==> src/rtl/core/ghbpf_ram.sv <==
// ----------------------------------------------------------------------------
// ghbpf_ram
// Simple dual-port RAM: one write port and one read port with registered data.
// ----------------------------------------------------------------------------
module ghbpf_ram #(
    parameter int WIDTH = 8,
    parameter int DEPTH = 16
) (
    input  logic                     clk,
    input  logic                     we,
    input  logic [$clog2(DEPTH)-1:0] waddr,
    input  logic [WIDTH-1:0]         wdata,
    input  logic [$clog2(DEPTH)-1:0] raddr,
    output logic [WIDTH-1:0]         rdata
);

    logic [WIDTH-1:0] mem [DEPTH];

    always_ff @(posedge clk)
    begin
        if (we)
        begin
            mem[waddr] <= wdata;
        end
        rdata <= mem[raddr];
    end

endmodule

==> config.mk <==
export PLATFORM = sky130hd
export DESIGN_NAME = ghbpf_ram
export DESIGN_NICKNAME = d
export VERILOG_FILES = /design/src/rtl/core/ghbpf_ram.sv
export SDC_FILE = /design/constraint.sdc
export NUM_CORES = 1
export LEC_CHECK = 0
export BUFFER_PORTS_ARGS = -buffer_cell sky130_fd_sc_hd__buf_4
export CORE_ASPECT_RATIO = 1.5
export CORE_MARGIN = 2
export CORE_UTILIZATION = 40
export DETAILED_ROUTE_END_ITERATION = 10
export MAX_ROUTING_LAYER = met4
export PLACE_DENSITY_LB_ADDON = 0.05
export SETUP_SLACK_MARGIN = 0.3
export SYNTH_ARGS = -nofsm -noshare
export SYNTH_HDL_FRONTEND = slang
export SYNTH_SLANG_ARGS = --single-unit
==> constraint.sdc <==
create_clock -name clk -period 3.8 [get_ports clk]
set_input_delay 0.38 -clock clk [delete_from_list [all_inputs] [get_ports clk]]
set_output_delay 0.38 -clock clk [all_outputs]
set_load 0.005 [all_outputs]
# Yosys cells after proc, flatten, opt, wreduce, memory -nomap -nowiden
# Memories as Yosys holds them, arrays and structs flattened. A register that Yosys moved wholly into a read port is not among the register bits.
# Index checks and enable logic that the tools add are counted.
[totals]
reg_bits = 0
n_memories = 1
ram_bits = 128
[classes]
mux = 2
[memory_table]
columns = ["memory", "words", "width", "rd", "rd_ports_with_merged_regs", "wr", "line", "rtl"]
rows = [
  ["mem", 16, 8, 1, 1, 1, "17", "logic [WIDTH-1:0] mem [DEPTH];"],
]
[ops]
columns = ["cell", "n"]
rows = [
  ["2-to-1 mux 1 bit", 2],
]

# Longest topological paths before layout
[logic_depth]
ltp_word = 2
ltp_mapped = 5
ltp_nobuf = 3

# Worst setup path after synthesis
# OpenSTA, ideal clock, no wires.
[synth_timing]
kind = "input to register"
start = "input port waddr[2]"
end = "memory mem[0][0] (enable)"
arrival_ns = 1.490
required_time_ns = 3.417
setup_time_ns = 0.383
path_stages = 2
path_slack_ns = 1.927
n_path_buf = 0
cell_sequence = "or3b_2 -> nor3_1"
[synth_rtl]
columns = ["item", "line", "rtl"]
rows = [
  ["start: declaration", "11", "input logic [$clog2(DEPTH)-1:0] waddr,"],
  ["end: declaration", "17", ""],
]
# No word-level cell before the write port.

# Worst setup path after layout
[layout_timing]
start = "input port waddr[2]"
end = "memory mem[1][5] (enable)"
# No word-level cell before the write port.

==> results.cfg <==
[status]
status = completed

[pwr]
p_leak_nw = 1.990
power_density_nw_per_um2 = 549.2
vdd_ir_drop_max_v = 0.0002942

[clock_tree]
cts_resized = 0
postCtsSetupBuffers = 0
cts_buffer_depth = 2
cts_tree = yes
clk_latency_ps = 410
h-tree-depth = 4
cts.hold.buffers_added = 0
clkTransAtPathRegs_ps = 50
numCtsBuffers = 17
cts_sinks = 136
cts_root_buf = clkbuf_16

[sta]
relSlewSlack = 0.3550
worst_slew_pin_slew_ps = 964.0
rsz0062_at_grt = false
max_freq_mhz = 610.1
worst_slack_ps = 2161
hold_viol = 0
finalMaxSlewViolations = 0
fin_crit_ps = 1639
period_share = 0.4314
setup_viol_count_final = 0
fin_skew_ps = 6.955
setup_tns_ps = 0

[logic_synthesis]
synth-seq-cells = 136
ys_warn_count = 0
seq_area_frac_synth = 0.7778
yosysUniqueCellTypes = 19
synth_nets = 247
netlist_area_sq_um = 5147
avgSynthCellArea_sq_um = 22.48
syn_inst = 229

[min_path]
min_path_type = in -> reg

[layout]
fillerInstances = 1076
final_cell_area_sq_um = 5992
area_delta_synth_final_pct = 16.41
layout-drive-gt1-share = 0.2662
stdcell_count = 434
fin_nets = 284
fin_util = 0.4789
n_antenna_cell = 0

[routing]
viasPerCell = 5.394
drt-total-wl_microns = 10350
dr.first_iter.drc_count = 220
wl_per_cell_microns = 23.85
antenna_left = 0
drc_errors = 0
vias = 2341
first_pass_iters = 4

[floorplan]
die_area_sq_um = 13810
core-area_sq_um = 12510
rows = 50
initial_core_util = 0.4114
die_h_microns = 142.9
fp.dieW_microns = 96.63
design.portCount = 26

[grt]
grt_remaining_overflow = 0
grt_usage = 0.1669
antenna_found_initial = 0
grt_pass1_vias = 2548
grt_max_degree = 33
grt_pass1_wl_microns = 15530

[placed_design]
portBuffers = 25
dp.cells = 403
place.gp.congestion = 0.7562
place.detailed.hpwl_microns = 6549
dp_slack_ps = 1546
placed_area_sq_um = 5466

[critical_path]
endpoint_kind = flop
worstPathRequired_ps = 3830
crit_type = in -> reg
arrival_ps = 1670
cp_max_fo = 8
cp-start-kind = input pin

[flow_run]
drv_cap = 0
power breakdown:
| part | switching [W] | leakage, nW | internal [W] |
|---|---|---|---|
| clock network | 0.000561 | 0.258 | 0.000882 |
| registers | 0.00000891 | 1.22 | 0.00168 |
| logic | 0.0000906 | 0.508 | 0.0000703 |
critical path, cell delays in order:
cell and delay (ps):
buf_4 120, or3b_2 510, nor2_1 660
kinds of logic after synthesis:
logic type	share of synthesized area
AO/OA/AOI/OAI	0.02334
AND/OR/NAND/NOR	0.03184
flip-flops	0.7778
multiplexers	0.1502
buffers and inverters	0.01677
registers in the layout (all words and copies together) (netlist names):
| signal | count |
|---|---|
| rdata | 8 |
| mem | 128 |
layer usage:
layer | track usage | up-vias | wire, microns
li1 | - | 1041 | -
met1 | 0.1923 | 1209 | 4301
met2 | 0.2825 | 74 | 5455
met3 | 0.04112 | 17 | 393
met4 | 0.06672 | 0 | 203
met5 | - | - | 0
stage by stage:
step | hold WS [ps] | power (W)
6_report | 295.8 | 0.003291
5_1_grt | 302.8 | 0.003394
4_1_cts | 287.0 | 0.003323
3_5_place_dp | 674.3 | 0.001883
3_3_place_gp | 666.9 | 0.001882
2_1_floorplan | 478.9 | 0.001801
cell usage in the layout (no fill, tap or decap), types with 2 or more instances in the layout:
master     count
nor3_1         3
mux4_1        14
buf_4         28
nand2_1        9
nand2b_1       2
nand3b_1       2
a22oi_1       16
edfxtp_1     128
clkbuf_16     17
clkbuf_1       3
nor2_1        13
clkinv_2       6
mux4_2        18
dfxtp_1        8
clkinv_1       2
path summary, 6_finish.rpt:
kind                            startpoint  cells after the start        end  slack (ps)
worst max-delay path              waddr[2]                      3  mem[1][5]        2160
worst max register to register   mem[1][7]                      3   rdata[7]        2460
worst min-delay path              wdata[2]                      1  mem[4][2]         300
worst min register to register   mem[8][5]                      3   rdata[5]         680
layout make-up:
class                      instances  area (sq um)  share of cell area
sequential                       136          4004              0.6682
multi-input combinational         83          1062              0.1773
clock buffer                      20         436.7             0.07288
timing repair buffer              28         210.2             0.03508
tap                              156         195.2             0.03257
clock inverter                    11         83.83             0.01399
synth_stat cells:
master,instances,area share
nor2b_1,1,0.0012
nand2b_1,2,0.0024
dfxtp_1,8,0.031
clkdlybuf4s25_2,3,0.0058
and2_1,1,0.0012
buf_4,1,0.0015
mux4_2,18,0.079
buf_2,3,0.0029
mux4_1,14,0.071
nand3_1,1,0.00097
nor3_1,4,0.0039
buf_6,3,0.0066
nand2_1,9,0.0066
or3b_2,1,0.0017
a22oi_1,16,0.023
edfxtp_1,128,0.75
nand3b_1,2,0.0029
and2b_1,1,0.0015
nor2_1,13,0.0095
Note: power is estimated with default switching activity, not from simulation.
